**config.mk**
```make
export PLATFORM = sky130hd
export DESIGN_NAME = positional_list_insert_delete_core
export DESIGN_NICKNAME = d
export VERILOG_FILES = /design/src/rtl/core/plid_pkg.sv /design/src/rtl/core/positional_list_insert_delete_core.sv
export SDC_FILE = /design/constraint.sdc
export NUM_CORES = 2
export LEC_CHECK = 0
export BUFFER_PORTS_ARGS = -buffer_cell sky130_fd_sc_hd__buf_4
export CORE_MARGIN = 10
export CORE_UTILIZATION = 40
export CTS_BUF_LIST = sky130_fd_sc_hd__clkbuf_4 sky130_fd_sc_hd__clkbuf_8 sky130_fd_sc_hd__clkbuf_16
export CTS_CLUSTER_DIAMETER = 50
export CTS_CLUSTER_SIZE = 40
export DETAILED_ROUTE_END_ITERATION = 8
export SLEW_MARGIN = 20
export SYNTH_ARGS = -nofsm -noshare
export SYNTH_HDL_FRONTEND = slang
export SYNTH_SLANG_ARGS = --single-unit
```
**constraint.sdc**
```tcl
create_clock -name clk_i -period 6.8 [get_ports clk_i]
set_input_delay 1.7 -clock clk_i [delete_from_list [all_inputs] [get_ports clk_i]]
set_output_delay 1.7 -clock clk_i [all_outputs]
set_load 0.01 [all_outputs]
```
**src/rtl/core/plid_pkg.sv**
```systemverilog
// Shared types and field widths for the positional list insert/delete core.
`timescale 1ns / 1ps

package plid_pkg;

  // Field widths of one transaction on each channel.
  localparam int unsigned OpW    = 2;
  localparam int unsigned PosW   = 16;
  localparam int unsigned DataW  = 32;
  localparam int unsigned StatW  = 3;
  localparam int unsigned CountW = 7;

  // Operation codes; the fourth code is a no-operation.
  typedef enum logic [OpW-1:0] {
    OP_INSERT = 2'd0,
    OP_DELETE = 2'd1,
    OP_READ   = 2'd2
  } op_e;

  // Result status codes.
  typedef enum logic [StatW-1:0] {
    ST_OK       = 3'd0,
    ST_FULL     = 3'd1,
    ST_BADPOS   = 3'd2,
    ST_NOTFOUND = 3'd3,
    ST_EMPTY    = 3'd4,
    ST_RANGE    = 3'd5
  } status_e;

endpackage

```
**src/rtl/core/positional_list_insert_delete_core.sv**
```systemverilog
// Top level of the positional list core: ordered list store, sequencer and result register.
`timescale 1ns / 1ps

//  Channel  | Handshake                  | Payload
//  ---------+----------------------------+-------------------------------------------
//  input    | in_valid_i / in_stall_o    | op_i, position_i, value_i
//  output   | out_valid_o / out_stall_i  | status_o, read_data_o, entry_count_o
//
// An insert moves each entry from the end down to its slot up by one, a delete compares
// entries from the first until it finds its value and then moves those above it down,
// a read fetches one entry, and a rejected or no-operation transaction only returns a
// status. The input stalls until the previous result is passed to the output register.
// Reset empties the list at once; the memory contents need no clearing pass.
// A stalled result waits in the output register; the next result is held until it frees up.

module positional_list_insert_delete_core #(
  parameter int unsigned CAPACITY = 64
) (
  input  logic                                   clk_i,
  input  logic                                   rst_ni,
  input  logic                                   in_valid_i,
  output logic                                   in_stall_o,
  input  logic [plid_pkg::OpW-1:0]               op_i,
  input  logic [plid_pkg::PosW-1:0]              position_i,
  input  logic signed [plid_pkg::DataW-1:0]      value_i,
  output logic                                   out_valid_o,
  input  logic                                   out_stall_i,
  output logic [plid_pkg::StatW-1:0]             status_o,
  output logic signed [plid_pkg::DataW-1:0]      read_data_o,
  output logic [plid_pkg::CountW-1:0]            entry_count_o
);

  localparam int unsigned AddrW = $clog2(CAPACITY);
  localparam int unsigned LenW  = $clog2(CAPACITY + 1);

  // Sequencer states.
  localparam logic [2:0] StIdle   = 3'd0;
  localparam logic [2:0] StInsMv  = 3'd1;
  localparam logic [2:0] StDelCmp = 3'd2;
  localparam logic [2:0] StDelMv  = 3'd3;
  localparam logic [2:0] StRdData = 3'd4;
  localparam logic [2:0] StDone   = 3'd5;

  logic [2:0]                          state_q, state_d;
  logic [LenW-1:0]                     len_q, len_d;
  logic [LenW-1:0]                     idx_q, idx_d;
  logic [LenW-1:0]                     slot_q, slot_d;
  logic signed [plid_pkg::DataW-1:0]   val_q, val_d;
  logic [plid_pkg::StatW-1:0]          res_status_q, res_status_d;
  logic signed [plid_pkg::DataW-1:0]   res_data_q, res_data_d;

  logic                                out_valid_q, out_valid_d;
  logic [plid_pkg::StatW-1:0]          out_status_q, out_status_d;
  logic signed [plid_pkg::DataW-1:0]   out_data_q, out_data_d;
  logic [plid_pkg::CountW-1:0]         out_count_q, out_count_d;

  // List store: one write and one registered read per cycle.
  logic signed [plid_pkg::DataW-1:0]   list_mem_q [CAPACITY];
  logic signed [plid_pkg::DataW-1:0]   mem_rd_q;
  logic                                mem_we;
  logic [AddrW-1:0]                    mem_waddr;
  logic [AddrW-1:0]                    mem_raddr;
  logic signed [plid_pkg::DataW-1:0]   mem_wdata;

  logic [plid_pkg::PosW-1:0]           pos_m1;
  logic                                out_free;

  assign pos_m1   = position_i - plid_pkg::PosW'(1);
  assign out_free = !out_valid_q || !out_stall_i;

  always_ff @(posedge clk_i) begin
    if (mem_we) begin
      list_mem_q[mem_waddr] <= mem_wdata;
    end
    mem_rd_q <= list_mem_q[mem_raddr];
  end

  // The sequencer walks the list one entry per cycle. The read issued in one cycle
  // returns in the next, so a move writes the entry fetched by the previous cycle
  // while fetching the following one.
  always_comb begin
    state_d      = state_q;
    len_d        = len_q;
    idx_d        = idx_q;
    slot_d       = slot_q;
    val_d        = val_q;
    res_status_d = res_status_q;
    res_data_d   = res_data_q;
    mem_we       = 1'b0;
    mem_waddr    = AddrW'(idx_q);
    mem_wdata    = mem_rd_q;
    mem_raddr    = '0;

    case (state_q)
      StIdle: begin
        // Start the first fetch while the transaction is being accepted.
        case (op_i)
          plid_pkg::OP_INSERT: mem_raddr = AddrW'(len_q - LenW'(1));
          plid_pkg::OP_READ:   mem_raddr = AddrW'(position_i);
          default:             mem_raddr = '0;
        endcase
        if (in_valid_i) begin
          val_d      = value_i;
          res_data_d = '0;
          state_d    = StDone;
          case (op_i)
            plid_pkg::OP_INSERT: begin
              if (position_i == '0) begin
                res_status_d = plid_pkg::ST_BADPOS;
              end else if (len_q == LenW'(CAPACITY)) begin
                res_status_d = plid_pkg::ST_FULL;
              end else begin
                // Positions past the end append.
                if (32'(pos_m1) > 32'(len_q)) begin
                  slot_d = len_q;
                end else begin
                  slot_d = LenW'(pos_m1);
                end
                idx_d   = len_q;
                state_d = StInsMv;
              end
            end
            plid_pkg::OP_DELETE: begin
              if (len_q == '0) begin
                res_status_d = plid_pkg::ST_EMPTY;
              end else begin
                idx_d   = '0;
                state_d = StDelCmp;
              end
            end
            plid_pkg::OP_READ: begin
              if (32'(position_i) < 32'(len_q)) begin
                state_d = StRdData;
              end else begin
                res_status_d = plid_pkg::ST_RANGE;
              end
            end
            default: begin
              res_status_d = plid_pkg::ST_OK;
            end
          endcase
        end
      end

      StInsMv: begin
        mem_we = 1'b1;
        if (idx_q > slot_q) begin
          // Move the entry below the destination up by one slot.
          mem_waddr = AddrW'(idx_q);
          mem_wdata = mem_rd_q;
          mem_raddr = AddrW'(idx_q - LenW'(2));
          idx_d     = idx_q - LenW'(1);
        end else begin
          mem_waddr    = AddrW'(slot_q);
          mem_wdata    = val_q;
          len_d        = len_q + LenW'(1);
          res_status_d = plid_pkg::ST_OK;
          state_d      = StDone;
        end
      end

      StDelCmp: begin
        mem_raddr = AddrW'(idx_q + LenW'(1));
        if (mem_rd_q == val_q) begin
          state_d = StDelMv;
        end else if (idx_q + LenW'(1) >= len_q) begin
          res_status_d = plid_pkg::ST_NOTFOUND;
          state_d      = StDone;
        end else begin
          idx_d = idx_q + LenW'(1);
        end
      end

      StDelMv: begin
        if (idx_q + LenW'(1) < len_q) begin
          // Close the gap: the entry above moves down one slot.
          mem_we    = 1'b1;
          mem_waddr = AddrW'(idx_q);
          mem_wdata = mem_rd_q;
          mem_raddr = AddrW'(idx_q + LenW'(2));
          idx_d     = idx_q + LenW'(1);
        end else begin
          len_d        = len_q - LenW'(1);
          res_status_d = plid_pkg::ST_OK;
          state_d      = StDone;
        end
      end

      StRdData: begin
        res_data_d   = mem_rd_q;
        res_status_d = plid_pkg::ST_OK;
        state_d      = StDone;
      end

      StDone: begin
        if (out_free) begin
          state_d = StIdle;
        end
      end

      default: begin
        state_d = StIdle;
      end
    endcase
  end

  // Output register: loaded from the held result once the previous one is taken.
  always_comb begin
    out_valid_d  = out_valid_q && out_stall_i;
    out_status_d = out_status_q;
    out_data_d   = out_data_q;
    out_count_d  = out_count_q;
    if (state_q == StDone && out_free) begin
      out_valid_d  = 1'b1;
      out_status_d = res_status_q;
      out_data_d   = res_data_q;
      out_count_d  = plid_pkg::CountW'(len_q);
    end
  end

  always_ff @(posedge clk_i or negedge rst_ni) begin
    if (!rst_ni) begin
      state_q     <= StIdle;
      len_q       <= '0;
      out_valid_q <= 1'b0;
    end else begin
      state_q     <= state_d;
      len_q       <= len_d;
      out_valid_q <= out_valid_d;
    end
  end

  always_ff @(posedge clk_i) begin
    idx_q        <= idx_d;
    slot_q       <= slot_d;
    val_q        <= val_d;
    res_status_q <= res_status_d;
    res_data_q   <= res_data_d;
    out_status_q <= out_status_d;
    out_data_q   <= out_data_d;
    out_count_q  <= out_count_d;
  end

  assign in_stall_o    = (state_q != StIdle);
  assign out_valid_o   = out_valid_q;
  assign status_o      = out_status_q;
  assign read_data_o   = out_data_q;
  assign entry_count_o = out_count_q;

`ifndef SYNTHESIS
  // The length never exceeds the store.
  assert property (@(posedge clk_i) disable iff (!rst_ni)
    32'(len_q) <= 32'(CAPACITY))
    else $error("list length above capacity");

  // One transaction changes the length by at most one.
  assert property (@(posedge clk_i) disable iff (!rst_ni)
    (len_q == $past(len_q)) || (len_q == $past(len_q) + LenW'(1)) ||
    (len_q == $past(len_q) - LenW'(1)))
    else $error("list length jumped");

  // The store is written only while an insert or delete is being worked.
  assert property (@(posedge clk_i) disable iff (!rst_ni)
    mem_we |-> (state_q == StInsMv || state_q == StDelMv))
    else $error("store written outside a shift");

  // A new result appears only when leaving the result hold state.
  assert property (@(posedge clk_i) disable iff (!rst_ni)
    $rose(out_valid_q) |-> ($past(state_q) == StDone))
    else $error("result raised without a finished transaction");

  // The search never runs past the last entry.
  assert property (@(posedge clk_i) disable iff (!rst_ni)
    (state_q == StDelCmp) |-> (idx_q < len_q))
    else $error("delete search beyond list length");
`endif

endmodule
```
==> results.ini <==
[run_status]
outcome = finished clean

[detailed_routing]
via_per_inst = 5.85
routed_wl_um = 273000
drc = 0
drt-pass1-iter-count = 6
drtAntennaViolNets = 0
routedWlPerCell_um = 28.3
vias = 56610
drt_iter0_drc = 7581

[setup_path]
ff2ff_setup_slack_ns = 0.88
regToRegEndpoint = mem_rd_q[26]$_DFF_P_
r2r-start = idx_q[0]$_DFFE_PP_
r2r_cells = 15
cp.required_ns = 7.54
critical_path_buf_inv_count = 2
critical_path_class = reg -> reg
worst-path-max-fanout = 66
cp.arrival_ns = 6.66
worstSetupEndpointType = register
start_kind = register
cp_slowest_cell = nor2_4
cp_top_family = simple AND/OR/NAND/NOR gates
cp_cell_sequence = ha_1 > nand3_1 > or3_1 > xnor2_1 > ha_1 > nand4_1 > a21oi_1 > nor2_1 > a221oi_1 > o211ai_1 > buf_12 > nor2_4 > buf_4 > nand3_1 > and4_1
max_stage_delay_ns = 0.84

[placement]
portBuffers = 97
dpl.hpwl_um = 159000
placed_cells = 9340
place.gp.congestion = 0.878

[timing]
rsz0062_at_grt = false
period_share_pct = 87.1
worstMarginPinSlew_ns = 1.16
setup_viol = 0
tns_ns = 0
hold_viol_final = 0
min_period_ns = 5.92
timing.hold.ws_ns = 0.416
max_freq_ghz = 0.169
slew_headroom_pct = 22.6
skew_ns = 0.0598
drv_slew = 0

[global_routing]
grt_pass1_wl_um = 391000
grt_antenna_before_repair = 19
grt.overflow.total = 0
grt_pass1_vias = 53439
grt_max_degree = 197
grt_use_total_pct = 22.3

[power_and_ir_drop]
power_density_nw_per_um2 = 520
power.leakage_uw = 0.0330
p_switching_uw = 22400
finalPower_uw = 51700
power_frac_clock_pct = 21.6
swShare_pct = 43.4
p_comb_share_pct = 40.9
p_seq_share_pct = 37.5
vdd_drop_max_uv = 642
intPower_uw = 29300

[yosys]
async_flop_share_pct = 0.497
netlist_instances = 6568
ys_ff_latch = 2214
synth_cell_type_count = 68
syn-cell-area_um2 = 87300
synth_warnings = 0
syn_nets = 6662
ys.flop_type = edfxtp_1
synth_area_per_cell_um2 = 13.3
synth_edf_count = 2171
synth_seq_area_share_pct = 75.7

[die]
die_w_um = 487
start_util_pct = 40.2
coreArea_um2 = 217000
die_h_um = 487
die_area_um2 = 237000
rows = 171
io_pins = 98

[clock_tree]
ctsLongestPathBuffers = 3
postCtsSetupBuffers = 0
cts-root-buf = clkbuf_16
cts_hold_buf = 0
path_clk_slew_ns = 0.07
clock_latency_ns = 0.88
ctsResizeCount = 0
tritoncts = yes
htree_levels = 4
cts_sinks = 2214
cts_made_buffers = 171

[final_layout]
fin_cells = 9671
fin_nets = 6755
post-route-util_pct = 45.8
syn2layout_area_growth_pct = 13.8
layout-drive-gt1-share_pct = 11.5

[worst_hold_path]
holdPathEnd = read_data_o[9]$_DFFE_PP_
hold_path.class = reg -> reg
min_path_cells = 0
min_from = res_data_q[9]$_SDFFCE_PN0P_

[flow_run]
cap_viol_max_count = 0

-- area by class of cell --
cell class                 count  area (um^2)
clock buffer                 177         4350
timing repair buffer         336         3180
clock inverter               146         2020
sequential                  2214        66100
multi-input combinational   3907        20000
inverter                      31          116
tap                         2854         3570
antenna                        6         15.0
fill                       18938       118000
-- worst reg2reg max path: stages (launching register included) --
cell,delay [ns]
edfxtp_1,0.55
ha_1,0.30
nand3_1,0.13
or3_1,0.36
xnor2_1,0.17
ha_1,0.38
nand4_1,0.17
a21oi_1,0.33
nor2_1,0.20
a221oi_1,0.33
o211ai_1,0.19
buf_12,0.27
nor2_4,0.95
buf_4,0.50
nand3_1,0.58
and4_1,0.42
-- power groups by stage --
stage,sequential [uW],clock (uW),combinational (uW)
2_1_floorplan,19200,0,11500
5_1_grt,19400,11800,22400
4_1_cts,19300,11300,20900
3_5_place_dp,19600,0,20800
6_report,19400,11200,21100
3_3_place_gp,19600,0,20600
-- sequential cells by signal, indices dropped and copies added, names as in the netlist --
signal	flops
idx_q	7
res_data_q	32
len_q	7
out_valid_o	1
read_data_o	32
entry_count_o	7
res_status_q	3
list_mem_q	2048
val_q	32
mem_rd_q	32
status_o	3
slot_q	7
state_q	3
-- Yosys cell counts, drive strengths merged (2+ instances only) --
library cell | n | share of area [%]
a211oi | 9 | 0.083
a21o | 8 | 0.069
a21oi | 83 | 0.48
a221o | 4 | 0.046
a221oi | 4 | 0.040
a22o | 3 | 0.030
a22oi | 39 | 0.34
a31oi | 232 | 1.7
a32oi | 35 | 0.35
and2 | 2 | 0.014
and3 | 36 | 0.26
and4 | 32 | 0.32
buf | 140 | 0.77
clkbuf | 276 | 1.2
dfrtp | 11 | 0.32
dfxtp | 32 | 0.73
edfxtp | 2171 | 75
ha | 40 | 0.57
inv | 31 | 0.13
mux2 | 37 | 0.48
mux2i | 37 | 0.42
nand2 | 1962 | 8.4
nand2b | 5 | 0.036
nand3 | 781 | 4.5
nand3b | 4 | 0.034
nand4 | 266 | 1.9
nor2 | 90 | 0.40
nor2b | 4 | 0.029
nor3 | 18 | 0.11
nor3b | 4 | 0.046
nor4 | 6 | 0.043
nor4b | 2 | 0.027
o2111ai | 33 | 0.33
o211ai | 3 | 0.026
o21a | 13 | 0.11
o21ai | 23 | 0.13
o221a | 2 | 0.026
o221ai | 3 | 0.030
o22ai | 2 | 0.014
o31ai | 8 | 0.069
o32ai | 2 | 0.020
or2 | 4 | 0.029
or3 | 3 | 0.021
xnor2 | 52 | 0.52
xor2 | 4 | 0.040
-- placed cells by master (no fill, tap or decap), drive strengths merged, types with 9 or more instances in the layout --
cell | Yosys | layout
dfrtp | 11 | 11
nand3 | 781 | 781
mux2i | 37 | 37
buf | 140 | 336
xnor2 | 52 | 52
and3 | 36 | 36
a22oi | 39 | 39
clkbuf | 276 | 177
o21a | 13 | 13
mux2 | 37 | 37
edfxtp | 2171 | 2171
bufinv | 0 | 10
o2111ai | 33 | 33
a31oi | 232 | 232
a21oi | 83 | 83
clkinv | 0 | 62
o21ai | 23 | 23
a32oi | 35 | 35
dfxtp | 32 | 32
nor2 | 90 | 90
inv | 31 | 99
ha | 40 | 40
nor3 | 18 | 18
a211oi | 9 | 9
and4 | 32 | 32
nand4 | 266 | 266
nand2 | 1962 | 1962
-- how the worst max path moves through the flow --
| stage | end | start | cells past startpoint | slack (ns) |
|---|---|---|---|---|
| after detailed placement | mem_rd_q[30]$_DFF_P_ | op_i[0] | 15 | 0.63 |
| after CTS | mem_rd_q[30]$_DFF_P_ | idx_q[0]$_DFFE_PP_ | 17 | 1.03 |
| after floorplan | list_mem_q[33][0]$_DFFE_PP_ | idx_q[0]$_DFFE_PP_ | 12 | 2.03 |
| after global placement | mem_rd_q[26]$_DFF_P_ | op_i[0] | 15 | 0.68 |
| after global routing | mem_rd_q[30]$_DFF_P_ | idx_q[0]$_DFFE_PP_ | 17 | 0.74 |
| final | mem_rd_q[26]$_DFF_P_ | idx_q[0]$_DFFE_PP_ | 15 | 0.88 |
-- per-stage QoR --
step | cell area [um^2] | worst slack (ns)
6_report | 99400 | 0.877
5_1_grt | 99400 | 0.740
4_1_cts | 99300 | 1.03
3_5_place_dp | 92900 | 0.634
3_3_place_gp | 92900 | 0.683
2_1_floorplan | 87300 | 2.03
-- metal layers --
metal | global-route usage [%] | part of all wire [%]
met3 | 5.76 | 11
met2 | 34.4 | 45
met4 | 9.18 | 4.6
met5 | 0 | 0.034
met1 | 30.2 | 40
-- logic make-up (layout without fill, tap and decap cells) --
kind of cell    Yosys count  count (layout)  share of synthesized area [%]
compound gates          513             513                           3.93
mux                      74              74                          0.901
buf+inv                 447             690                           2.09
other cells               0               6                              0
fa+ha+maj                40              40                          0.573
flops                  2214            2214                           75.7
simple gates           3224            3224                           16.2
xor+xnor                 56              56                          0.562
(Power assumes the default switching activity.)
